<file path="config.mk">
export PLATFORM = sky130hd
export DESIGN_NAME = pfc_power_sequencer
export DESIGN_NICKNAME = d
export VERILOG_FILES = /design/src/pfcseq_pkg.sv /design/src/pfcseq_qualifier.sv /design/src/pfcseq_relay.sv /design/src/pfcseq_ramp.sv /design/src/pfc_power_sequencer.sv
export SDC_FILE = /design/constraint.sdc
export NUM_CORES = 1
export LEC_CHECK = 0
export ABC_AREA = 1
export BUFFER_PORTS_ARGS = -buffer_cell sky130_fd_sc_hd__buf_2
export CAP_MARGIN = 0
export CORE_UTILIZATION = 40
export DETAILED_ROUTE_END_ITERATION = 10
export PLACE_DENSITY = 0.66
export SYNTH_ARGS = -nofsm -noshare
export SYNTH_HDL_FRONTEND = slang
export SYNTH_SLANG_ARGS = --single-unit
export TNS_END_PERCENT = 10
</file>
<file path="constraint.sdc">
create_clock -name clk -period 11 [get_ports clk]
set_clock_uncertainty 0.05 [all_clocks]
set_input_delay 0 -clock clk [delete_from_list [all_inputs] [get_ports clk]]
set_output_delay 0 -clock clk [all_outputs]
set_load 0.005 [all_outputs]
</file>
<file path="src/pfcseq_pkg.sv">
`timescale 1ns / 1ps
// ----------------------------------------------------------------------------
// pfcseq_pkg
// Shared types, register indexes and constants of the PFC power sequencer.
// ----------------------------------------------------------------------------
package pfcseq_pkg;

    localparam int ADC_BITS  = 12;
    localparam int CNT_BITS  = 16;
    localparam int CFG_BITS  = 16;
    localparam int CFG_IDX_BITS = 3;

    localparam int RAMP_STEPS_DEFAULT         = 16;
    localparam int RELAY_SETTLE_TICKS_DEFAULT = 100;

    localparam logic [CNT_BITS-1:0] CNT_MAX = '1;

    // configuration register indexes
    localparam logic [CFG_IDX_BITS-1:0] CFG_BROWN_IN_LEVEL  = 3'd0;
    localparam logic [CFG_IDX_BITS-1:0] CFG_BROWN_OUT_LEVEL = 3'd1;
    localparam logic [CFG_IDX_BITS-1:0] CFG_BROWN_IN_DELAY  = 3'd2;
    localparam logic [CFG_IDX_BITS-1:0] CFG_BROWN_OUT_DELAY = 3'd3;
    localparam logic [CFG_IDX_BITS-1:0] CFG_RELAY_ON_DELAY  = 3'd4;
    localparam logic [CFG_IDX_BITS-1:0] CFG_RELAY_OFF_DELAY = 3'd5;
    localparam logic [CFG_IDX_BITS-1:0] CFG_TARGET_VOLTAGE  = 3'd6;
    localparam logic [CFG_IDX_BITS-1:0] CFG_RAMP_INTERVAL   = 3'd7;

    typedef struct packed {
        logic [ADC_BITS-1:0] brown_in_level;
        logic [ADC_BITS-1:0] brown_out_level;
        logic [CNT_BITS-1:0] brown_in_delay;
        logic [CNT_BITS-1:0] brown_out_delay;
        logic [CNT_BITS-1:0] relay_on_delay;
        logic [CNT_BITS-1:0] relay_off_delay;
        logic [ADC_BITS-1:0] target_voltage;
        logic [CNT_BITS-1:0] ramp_interval;
    } cfg_t;

    typedef struct packed {
        logic [ADC_BITS-1:0] vac_rms;
        logic [ADC_BITS-1:0] bulk_voltage;
        logic                at_zero_cross;
        logic                fault;
    } in_item_t;

    typedef struct packed {
        logic [2:0]          seq_state;
        logic                input_ok;
        logic                relay_on;
        logic [ADC_BITS-1:0] voltage_ref;
        logic                regulating;
        logic                pwm_off;
        logic                comp_reset;
    } out_item_t;

    // sequencer requests to the soft-start unit
    typedef struct packed {
        logic step;     // run one ramp step this tick
        logic standby;  // standby actions: disarm ramp, drop regulation
        logic off;      // off state: drop regulation
    } ramp_ctrl_t;

    function automatic logic [CNT_BITS-1:0] sat_inc(input logic [CNT_BITS-1:0] c);
        sat_inc = (c == CNT_MAX) ? c : c + 1'b1;
    endfunction

endpackage

</file>
<file path="src/pfcseq_qualifier.sv">
`timescale 1ns / 1ps
// ----------------------------------------------------------------------------
// pfcseq_qualifier
// Brown-in / brown-out qualifier with good and bad tick counters.
// ----------------------------------------------------------------------------
module pfcseq_qualifier
    import pfcseq_pkg::*;
(
    input  logic                clk,
    input  logic                rst_n,
    input  logic                advance,
    input  cfg_t                cfg,
    input  logic [ADC_BITS-1:0] vac_rms,
    output logic                input_ok_next
);

    logic [CNT_BITS-1:0] good_count_reg, good_count_next;
    logic [CNT_BITS-1:0] bad_count_reg,  bad_count_next;
    logic                input_ok_reg;

    always_comb
    begin
        good_count_next = good_count_reg;
        bad_count_next  = bad_count_reg;
        input_ok_next   = input_ok_reg;
        if (vac_rms > cfg.brown_in_level)
        begin
            bad_count_next = '0;
            if (good_count_reg > cfg.brown_in_delay)
                input_ok_next = 1'b1;
            else
                good_count_next = sat_inc(good_count_reg);
        end
        else if (vac_rms < cfg.brown_out_level)
        begin
            good_count_next = '0;
            if (bad_count_reg > cfg.brown_out_delay)
                input_ok_next = 1'b0;
            else
                bad_count_next = sat_inc(bad_count_reg);
        end
        else
        begin
            // level between thresholds
            good_count_next = '0;
            bad_count_next  = '0;
        end
    end

    always_ff @(posedge clk or negedge rst_n)
    begin
        if (!rst_n)
        begin
            good_count_reg <= '0;
            bad_count_reg  <= '0;
            input_ok_reg   <= 1'b0;
        end
        else if (advance)
        begin
            good_count_reg <= good_count_next;
            bad_count_reg  <= bad_count_next;
            input_ok_reg   <= input_ok_next;
        end
    end

endmodule

</file>
<file path="src/pfcseq_relay.sv">
`timescale 1ns / 1ps
// ----------------------------------------------------------------------------
// pfcseq_relay
// Inrush relay drive with on and off delay counters.
// ----------------------------------------------------------------------------
module pfcseq_relay
    import pfcseq_pkg::*;
(
    input  logic clk,
    input  logic rst_n,
    input  logic advance,
    input  cfg_t cfg,
    input  logic input_ok,
    output logic relay_on_next
);

    logic [CNT_BITS-1:0] on_count_reg,  on_count_next;
    logic [CNT_BITS-1:0] off_count_reg, off_count_next;
    logic                relay_reg;

    always_comb
    begin
        on_count_next  = on_count_reg;
        off_count_next = off_count_reg;
        relay_on_next  = relay_reg;
        if (input_ok)
        begin
            off_count_next = '0;
            if (on_count_reg > cfg.relay_on_delay)
                relay_on_next = 1'b1;
            else
                on_count_next = sat_inc(on_count_reg);
        end
        else
        begin
            on_count_next = '0;
            if (off_count_reg > cfg.relay_off_delay)
                relay_on_next = 1'b0;
            else
                off_count_next = sat_inc(off_count_reg);
        end
    end

    always_ff @(posedge clk or negedge rst_n)
    begin
        if (!rst_n)
        begin
            on_count_reg  <= '0;
            off_count_reg <= '0;
            relay_reg     <= 1'b0;
        end
        else if (advance)
        begin
            on_count_reg  <= on_count_next;
            off_count_reg <= off_count_next;
            relay_reg     <= relay_on_next;
        end
    end

endmodule

</file>
<file path="src/pfcseq_ramp.sv">
`timescale 1ns / 1ps
// ----------------------------------------------------------------------------
// pfcseq_ramp
// Soft-start reference ramp and regulation flag.
// ----------------------------------------------------------------------------
module pfcseq_ramp
    import pfcseq_pkg::*;
#(
    parameter int RAMP_STEPS = RAMP_STEPS_DEFAULT
)
(
    input  logic                clk,
    input  logic                rst_n,
    input  logic                advance,
    input  cfg_t                cfg,
    input  ramp_ctrl_t          ctrl,
    input  logic [ADC_BITS-1:0] bulk_voltage,
    output logic                regulating,
    output logic [ADC_BITS-1:0] voltage_ref_next,
    output logic                regulating_next
);

    // divide by RAMP_STEPS as multiply by a rounded-up reciprocal
    localparam int RECIP_SHIFT = ADC_BITS + $clog2(RAMP_STEPS);
    localparam longint RECIP_VAL = ((64'd1 << RECIP_SHIFT) + RAMP_STEPS - 1) / RAMP_STEPS;
    localparam int RECIP_BITS = RECIP_SHIFT + 1;
    localparam int PROD_BITS = ADC_BITS + RECIP_BITS;
    localparam logic [RECIP_BITS-1:0] RECIP = RECIP_BITS'(RECIP_VAL);

    logic                armed_reg,  armed_next;
    logic [ADC_BITS-1:0] step_reg,   step_next;
    logic [CNT_BITS-1:0] timer_reg,  timer_next;
    logic [ADC_BITS-1:0] ref_reg;
    logic                regulation_reg;

    logic [ADC_BITS-1:0]  diff;
    logic [PROD_BITS-1:0] prod;
    logic [ADC_BITS-1:0]  quot;
    logic [ADC_BITS:0]    ref_base;
    logic [ADC_BITS:0]    ref_sum;
    logic [CNT_BITS:0]    timer_inc;

    assign regulating = regulation_reg;

    assign diff = (cfg.target_voltage > bulk_voltage) ?
                  (cfg.target_voltage - bulk_voltage) : '0;
    assign prod = PROD_BITS'(diff) * PROD_BITS'(RECIP);
    assign quot = prod[RECIP_SHIFT +: ADC_BITS];

    always_comb
    begin
        armed_next       = armed_reg;
        step_next        = step_reg;
        timer_next       = timer_reg;
        voltage_ref_next = ref_reg;
        regulating_next  = regulation_reg;
        ref_base         = {1'b0, ref_reg};
        ref_sum          = '0;
        timer_inc        = '0;
        if (ctrl.standby)
        begin
            armed_next      = 1'b0;
            regulating_next = 1'b0;
        end
        else if (ctrl.off)
        begin
            regulating_next = 1'b0;
        end
        else if (ctrl.step)
        begin
            // first tick of a ramp latches the start from the bulk voltage
            if (!armed_reg)
            begin
                armed_next = 1'b1;
                step_next  = quot;
                ref_base   = {1'b0, bulk_voltage} + {1'b0, quot};
                timer_inc  = {(CNT_BITS+1){1'b0}} + 1'b1;
            end
            else
            begin
                timer_inc = {1'b0, timer_reg} + 1'b1;
            end
            ref_sum = ref_base;
            if (timer_inc >= {1'b0, cfg.ramp_interval})
            begin
                timer_next = '0;
                if (ref_base <= {1'b0, cfg.target_voltage})
                    ref_sum = ref_base + {1'b0, step_next};
            end
            else
            begin
                timer_next = timer_inc[CNT_BITS-1:0];
            end
            if (ref_sum >= {1'b0, cfg.target_voltage} || bulk_voltage >= cfg.target_voltage)
            begin
                voltage_ref_next = cfg.target_voltage;
                regulating_next  = 1'b1;
            end
            else
            begin
                voltage_ref_next = ref_sum[ADC_BITS-1:0];
            end
        end
    end

    always_ff @(posedge clk or negedge rst_n)
    begin
        if (!rst_n)
        begin
            armed_reg      <= 1'b0;
            step_reg       <= '0;
            timer_reg      <= '0;
            ref_reg        <= '0;
            regulation_reg <= 1'b0;
        end
        else if (advance)
        begin
            armed_reg      <= armed_next;
            step_reg       <= step_next;
            timer_reg      <= timer_next;
            ref_reg        <= voltage_ref_next;
            regulation_reg <= regulating_next;
        end
    end

endmodule

</file>
<file path="src/pfc_power_sequencer.sv">
`timescale 1ns / 1ps
// ----------------------------------------------------------------------------
// pfc_power_sequencer
// Brown-in qualification, inrush relay control and soft-start sequencing.
// ----------------------------------------------------------------------------
// One input transfer is one control tick. The block registers the result of
// each tick in an output register, presenting it in the cycle after the tick;
// a tick is taken whenever the output register is empty or its result is
// being taken in the same cycle, so the sustained rate is one tick per clock
// while out_ready stays high. All tick work (qualifier, relay delays, state
// machine and one ramp step) is a single short combinational pass ahead of
// the state and output registers; the only multiplier divides the soft-start
// span by the ramp step count via a constant reciprocal. There is no memory
// and no clearing pass after reset. Configuration registers are written with
// cfg_we, cfg_index and cfg_data and must only be changed while no tick is
// in flight. The off state is sticky until reset.
// ----------------------------------------------------------------------------
module pfc_power_sequencer
    import pfcseq_pkg::*;
#(
    parameter int RAMP_STEPS         = RAMP_STEPS_DEFAULT,
    parameter int RELAY_SETTLE_TICKS = RELAY_SETTLE_TICKS_DEFAULT
)
(
    input  logic                    clk,
    input  logic                    rst_n,
    // configuration write port
    input  logic                    cfg_we,
    input  logic [CFG_IDX_BITS-1:0] cfg_index,
    input  logic [CFG_BITS-1:0]     cfg_data,
    // tick input
    input  logic                    in_valid,
    output logic                    in_ready,
    input  in_item_t                in_item,
    // result output
    output logic                    out_valid,
    input  logic                    out_ready,
    output out_item_t               out_item
);

    // sequencer states
    localparam logic [2:0] M_INIT       = 3'd0;
    localparam logic [2:0] M_STANDBY    = 3'd1;
    localparam logic [2:0] M_RELAY_WAIT = 3'd2;
    localparam logic [2:0] M_SOFT_START = 3'd3;
    localparam logic [2:0] M_NORMAL     = 3'd4;
    localparam logic [2:0] M_OFF        = 3'd5;

    localparam logic [CNT_BITS-1:0] SETTLE = CNT_BITS'(RELAY_SETTLE_TICKS);

    cfg_t                cfg_reg;
    logic [2:0]          mode_reg, mode_next;
    logic [CNT_BITS-1:0] wait_reg, wait_next;
    logic                out_valid_reg;
    out_item_t           out_item_reg;

    logic                advance;
    logic                input_ok_next;
    logic                relay_on_next;
    logic                regulating;
    logic                regulating_next;
    logic [ADC_BITS-1:0] voltage_ref_next;
    logic                pwm_off;
    logic                comp_reset;
    ramp_ctrl_t          ramp_ctrl;

    // a tick moves on when the result register is free or being emptied
    assign in_ready  = !out_valid_reg || out_ready;
    assign advance   = in_valid && in_ready;
    assign out_valid = out_valid_reg;
    assign out_item  = out_item_reg;

    // configuration registers
    always_ff @(posedge clk or negedge rst_n)
    begin
        if (!rst_n)
        begin
            cfg_reg.brown_in_level  <= ADC_BITS'(2000);
            cfg_reg.brown_out_level <= ADC_BITS'(1800);
            cfg_reg.brown_in_delay  <= CNT_BITS'(100);
            cfg_reg.brown_out_delay <= CNT_BITS'(100);
            cfg_reg.relay_on_delay  <= CNT_BITS'(500);
            cfg_reg.relay_off_delay <= CNT_BITS'(10);
            cfg_reg.target_voltage  <= ADC_BITS'(3500);
            cfg_reg.ramp_interval   <= CNT_BITS'(10);
        end
        else if (cfg_we)
        begin
            case (cfg_index)
                CFG_BROWN_IN_LEVEL:  cfg_reg.brown_in_level  <= cfg_data[ADC_BITS-1:0];
                CFG_BROWN_OUT_LEVEL: cfg_reg.brown_out_level <= cfg_data[ADC_BITS-1:0];
                CFG_BROWN_IN_DELAY:  cfg_reg.brown_in_delay  <= cfg_data;
                CFG_BROWN_OUT_DELAY: cfg_reg.brown_out_delay <= cfg_data;
                CFG_RELAY_ON_DELAY:  cfg_reg.relay_on_delay  <= cfg_data;
                CFG_RELAY_OFF_DELAY: cfg_reg.relay_off_delay <= cfg_data;
                CFG_TARGET_VOLTAGE:  cfg_reg.target_voltage  <= cfg_data[ADC_BITS-1:0];
                CFG_RAMP_INTERVAL:   cfg_reg.ramp_interval   <= cfg_data;
                default:             cfg_reg <= cfg_reg;
            endcase
        end
    end

    // step 1: brown-in / brown-out qualifier
    pfcseq_qualifier u_qualifier (
        .clk           (clk),
        .rst_n         (rst_n),
        .advance       (advance),
        .cfg           (cfg_reg),
        .vac_rms       (in_item.vac_rms),
        .input_ok_next (input_ok_next)
    );

    // step 2: relay delays work on the freshly qualified status
    pfcseq_relay u_relay (
        .clk           (clk),
        .rst_n         (rst_n),
        .advance       (advance),
        .cfg           (cfg_reg),
        .input_ok      (input_ok_next),
        .relay_on_next (relay_on_next)
    );

    // step 3: sequencer state machine
    always_comb
    begin
        mode_next  = mode_reg;
        wait_next  = wait_reg;
        pwm_off    = 1'b0;
        comp_reset = 1'b0;
        ramp_ctrl  = '0;
        case (mode_reg)
            M_INIT:
            begin
                mode_next = M_STANDBY;
            end
            M_STANDBY:
            begin
                if (in_item.fault)
                    mode_next = M_OFF;
                else if (input_ok_next)
                    mode_next = M_RELAY_WAIT;
                wait_next         = '0;
                pwm_off           = 1'b1;
                comp_reset        = 1'b1;
                ramp_ctrl.standby = 1'b1;
            end
            M_RELAY_WAIT:
            begin
                // only the relay, settle time and zero cross matter here
                if (relay_on_next)
                begin
                    if (wait_reg > SETTLE)
                    begin
                        if (in_item.at_zero_cross)
                            mode_next = M_SOFT_START;
                    end
                    else
                    begin
                        wait_next = sat_inc(wait_reg);
                    end
                end
            end
            M_SOFT_START:
            begin
                if (in_item.fault)
                    mode_next = M_OFF;
                else if (!input_ok_next)
                    mode_next = M_STANDBY;
                else if (regulating)
                    mode_next = M_NORMAL;
            end
            M_NORMAL:
            begin
                if (in_item.fault)
                    mode_next = M_OFF;
                else if (!input_ok_next)
                    mode_next = M_STANDBY;
            end
            default:
            begin
                // off, and any unused code, lands in off
                mode_next     = M_OFF;
                pwm_off       = 1'b1;
                ramp_ctrl.off = 1'b1;
            end
        endcase
        // step 4: ramp runs whenever the tick ends in soft start
        ramp_ctrl.step = (mode_next == M_SOFT_START);
    end

    pfcseq_ramp #(
        .RAMP_STEPS (RAMP_STEPS)
    ) u_ramp (
        .clk              (clk),
        .rst_n            (rst_n),
        .advance          (advance),
        .cfg              (cfg_reg),
        .ctrl             (ramp_ctrl),
        .bulk_voltage     (in_item.bulk_voltage),
        .regulating       (regulating),
        .voltage_ref_next (voltage_ref_next),
        .regulating_next  (regulating_next)
    );

    // sequencer state
    always_ff @(posedge clk or negedge rst_n)
    begin
        if (!rst_n)
        begin
            mode_reg <= M_INIT;
            wait_reg <= '0;
        end
        else if (advance)
        begin
            mode_reg <= mode_next;
            wait_reg <= wait_next;
        end
    end

    // result register: valid flag
    always_ff @(posedge clk or negedge rst_n)
    begin
        if (!rst_n)
            out_valid_reg <= 1'b0;
        else if (advance)
            out_valid_reg <= 1'b1;
        else if (out_ready)
            out_valid_reg <= 1'b0;
    end

    // result register: payload
    always_ff @(posedge clk)
    begin
        if (advance)
        begin
            out_item_reg.seq_state   <= mode_next;
            out_item_reg.input_ok    <= input_ok_next;
            out_item_reg.relay_on    <= relay_on_next;
            out_item_reg.voltage_ref <= voltage_ref_next;
            out_item_reg.regulating  <= regulating_next;
            out_item_reg.pwm_off     <= pwm_off;
            out_item_reg.comp_reset  <= comp_reset;
        end
    end

    // off is sticky
    a_off_sticky: assert property (@(posedge clk) disable iff (!rst_n)
        mode_reg == M_OFF |=> mode_reg == M_OFF)
        else $error("sequencer left the off state");

    // soft start is only reached from relay wait or itself
    a_soft_start_entry: assert property (@(posedge clk) disable iff (!rst_n)
        advance && mode_next == M_SOFT_START |->
            (mode_reg == M_RELAY_WAIT || mode_reg == M_SOFT_START))
        else $error("soft start entered from a wrong state");

    // every taken tick yields a result in the next cycle
    a_tick_result: assert property (@(posedge clk) disable iff (!rst_n)
        advance |=> out_valid_reg)
        else $error("tick transfer produced no result");

    // compensator reset only comes with pwm forced off
    a_comp_reset_pwm: assert property (@(posedge clk) disable iff (!rst_n)
        out_valid_reg && out_item_reg.comp_reset |-> out_item_reg.pwm_off)
        else $error("compensator reset without pwm off");

    // at most one ramp request per tick
    a_ramp_ctrl_excl: assert property (@(posedge clk) disable iff (!rst_n)
        $countones(ramp_ctrl) <= 1)
        else $error("conflicting ramp requests");

endmodule
</file>
==> flow_metrics.env <==
export IMPL_power_density_nw_per_um2=182.9
export IMPL_syn_avg_cell_area_um2=7.537
export IMPL_antenna_found_initial=1
export IMPL_end_kind="flip-flop"
export IMPL_drt_iter0_markers=1141
export IMPL_largest_reg_flops=116
export IMPL_yosysTopAreaCellShare_pct=30.77
export IMPL_path_class="reg -> reg"
export IMPL_grt_pass1_wl_mm=74.13
export IMPL_max_freq_ghz=0.1326
export IMPL_place_gp_congestion=0.9504
export IMPL_stdcell_count=2921
export IMPL_ant_nets=0
export IMPL_antenna_cells=0
export IMPL_setup_viol=0
export IMPL_clock_tree_root_cell="clkbuf_16"
export IMPL_synthCells=2277
export IMPL_die_x_um=209.1
export IMPL_ys_ff_latch=264
export IMPL_rows=75
export IMPL_vias=14864
export IMPL_htree_num_levels=1
export IMPL_synth_most_common_cell="nand2_1"
export IMPL_dp_hpwl_mm=33.40
export IMPL_ctsResizeCount=0
export IMPL_wl_met1_mm=21.26
export IMPL_grt_ovfl_total=0
export IMPL_top_layer="met4"
export IMPL_syn_to_final_growth_pct=12.15
export IMPL_synth_edf_count=20
export IMPL_grt_use_total_pct=20.98
export IMPL_synth_distinct_cells=51
export IMPL_syn_num_nets=2495
export IMPL_maxCapViolations=0
export IMPL_hold_viol_final=0
export IMPL_pre_cts_slack_ns=3.669
export IMPL_yosysWarnings=0
export IMPL_wirelength_mm=44.96
export IMPL_status="complete, no violations"
export IMPL_grt_max_degree=103
export IMPL_fin_ws_ns=3.458
export IMPL_yosysTopAreaCell="dfrtp_1"
export IMPL_design_core_area_um2=42130
export IMPL_clk_latency_ns=0.59
export IMPL_cts_made_buffers=31
export IMPL_yosysSeqAreaShare_pct=39.32
export IMPL_post_drt_wl_per_cell_um=15.39
export IMPL_fin_nets=2575
export IMPL_io_buffer_count=71
export IMPL_met2WireLength_mm=20.36
export IMPL_initial_utilization_pct=40.73
export IMPL_netlist_area_um2=17160
export IMPL_synth_flop_cell="dfrtp_1"
export IMPL_dieArea_um2=43740
export IMPL_crit_path_frequent_cell="nand2_1"
export IMPL_timing_hold_worst_class="in -> async"
export IMPL_ys_top_cells_by_count="633 x nand2_1, 341 x inv_1, 221 x o21ai_0"
export IMPL_required_ns=11.39
export IMPL_cp_arrival_ns=7.93
export IMPL_first_global_vias=14428
export IMPL_drtPass1Iterations=5
export IMPL_ys_async_sr_fraction_pct=92.42
export IMPL_clk_pin_slew_worst_paths_ns=0.07
export IMPL_drive_above_1_share_pct=8.228
export IMPL_rsz0062_at_grt="no"
export IMPL_drc=0
export IMPL_peakVddDrop_v=0.0001231
export IMPL_drt_vias_per_instance=5.089
export IMPL_drv_slew=0
export IMPL_max_stage_delay_ns=0.50
export IMPL_max_clock_path_buffers=3
export IMPL_relSlewSlack_pct=26.61
export IMPL_ioPinCount=72
export IMPL_startpoint_type="flip-flop"
export IMPL_dp_cells=2840
export IMPL_power_leakage_nw=9.587
export IMPL_yosys_top_cells_area="dfrtp_1 31%, nand2_1 14%, ha_1 12%"
export IMPL_cts_tree="done"
export IMPL_numClockSinks=264
export IMPL_post_route_min_period_ns=7.542
export IMPL_post_route_util_pct=45.68
export IMPL_fin_crit_sh_pct=68.56
export IMPL_critPathMaxFanout=21
export IMPL_wl_met3_mm=2.171
export IMPL_worstMarginPinSlew_ns=1.098
export IMPL_cpMaxStageDelayCell="nor3b_1"
export IMPL_tns_ns=0
export IMPL_fin_total_pwr_mw=3.521
export IMPL_fp_dieH_um=209.1
[kinds of logic (layout without fill, tap and decap cells)]
| logic type | Yosys count | count (layout) | synth area share [%] |
|---|---|---|---|
| AO/OA/AOI/OAI | 390 | 390 | 12.24 |
| multiplexers | 1 | 1 | 0.05833 |
| flip-flops | 264 | 264 | 39.32 |
| XOR/XNOR | 47 | 47 | 2.399 |
| adder cells (fa/ha/maj) | 168 | 168 | 12.34 |
| AND/OR/NAND/NOR | 1007 | 1007 | 24.57 |
| buffers and inverters | 400 | 505 | 9.077 |
[final timing paths]
kind                            slack, ns          end  cells past startpoint         start
worst min-delay path                 0.01   cfg_reg[6]                      2         rst_n
worst max register to register       3.46  out_item[6]                     42   cfg_reg[16]
max in group asynchronous            9.32  mode_reg[2]                      3         rst_n
worst min register to register       0.43  cfg_reg[57]                      2   cfg_reg[57]
worst max-delay path                 3.46  out_item[6]                     42   cfg_reg[16]
min in group clk                     0.02   cfg_reg[3]                      6  cfg_index[0]
[cells in the final DEF (no fill, tap or decap), types with 6 or more instances in the layout]
cell type / Yosys / layout
a21o_1: 7 / 7
a21oi_1: 106 / 106
a31oi_1: 9 / 9
buf_2: 11 / 70
buf_4: 3 / 6
clkbuf_1: 33 / 8
clkbuf_16: 0 / 34
clkinv_2: 0 / 6
dfrtp_1: 211 / 211
dfstp_2: 33 / 33
dlygate4sd3_1: 0 / 23
edfxtp_1: 20 / 20
ha_1: 166 / 166
inv_1: 341 / 341
nand2_1: 633 / 633
nand2_2: 6 / 6
nand3_1: 98 / 98
nand4_1: 34 / 34
nor2_1: 155 / 155
nor3_1: 40 / 39
nor3b_1: 8 / 8
nor4_1: 13 / 13
o21ai_0: 221 / 221
o21ai_1: 6 / 6
o21ai_2: 9 / 9
o31ai_1: 11 / 11
xnor2_1: 7 / 7
xor2_1: 40 / 40
[power breakdown]
group / internal, mW / switching (mW) / leakage, nW
combinational: 0.423 / 0.771 / 5.75
clock: 0.588 / 0.439 / 0.509
sequential: 1.18 / 0.123 / 3.33
total: 2.19 / 1.33 / 9.59
[layer usage]
layer / vias up / track usage [%]
met5: - / 0
met4: 0 / 5.908
met3: 67 / 2.750
met2: 309 / 34.33
met1: 6941 / 29.02
li1: 7547 / -
[worst max-delay path, delay by kind of cell (launching register included)]
kind | cells | cell delay [ns]
adders and majority gates | 4 | 1.05
and+or+nand+nor | 26 | 3.35
buffers and inverters | 4 | 0.63
AOI/OAI and AO/OA | 8 | 1.85
DFF | 1 | 0.45
[cell type report]
type                       instances  area [µm²]
sequential                       264        6748
multi-input combinational       1613        8861
clock buffer                      45       922.1
clock inverter                    13       97.59
inverter                         347        1303
fill                            4237       22890
tap                              539       674.4
timing repair buffer             100       640.6
[stage by stage]
step / hold WS [ns] / cell area, µm²
global route: 0.06635 / 19250
floorplan: -0.3456 / 17160
global placement: 0.08445 / 18000
detailed placement: 0.07975 / 18000
CTS: 0.0006041 / 19250
finish: 0.01478 / 19250
[timing repair]
item,4_1_cts,5_1_grt
setup buffers,0,0
endpoints found under the hold margin,226,0
hold buffers,23,0
(Power assumes the default switching activity.)
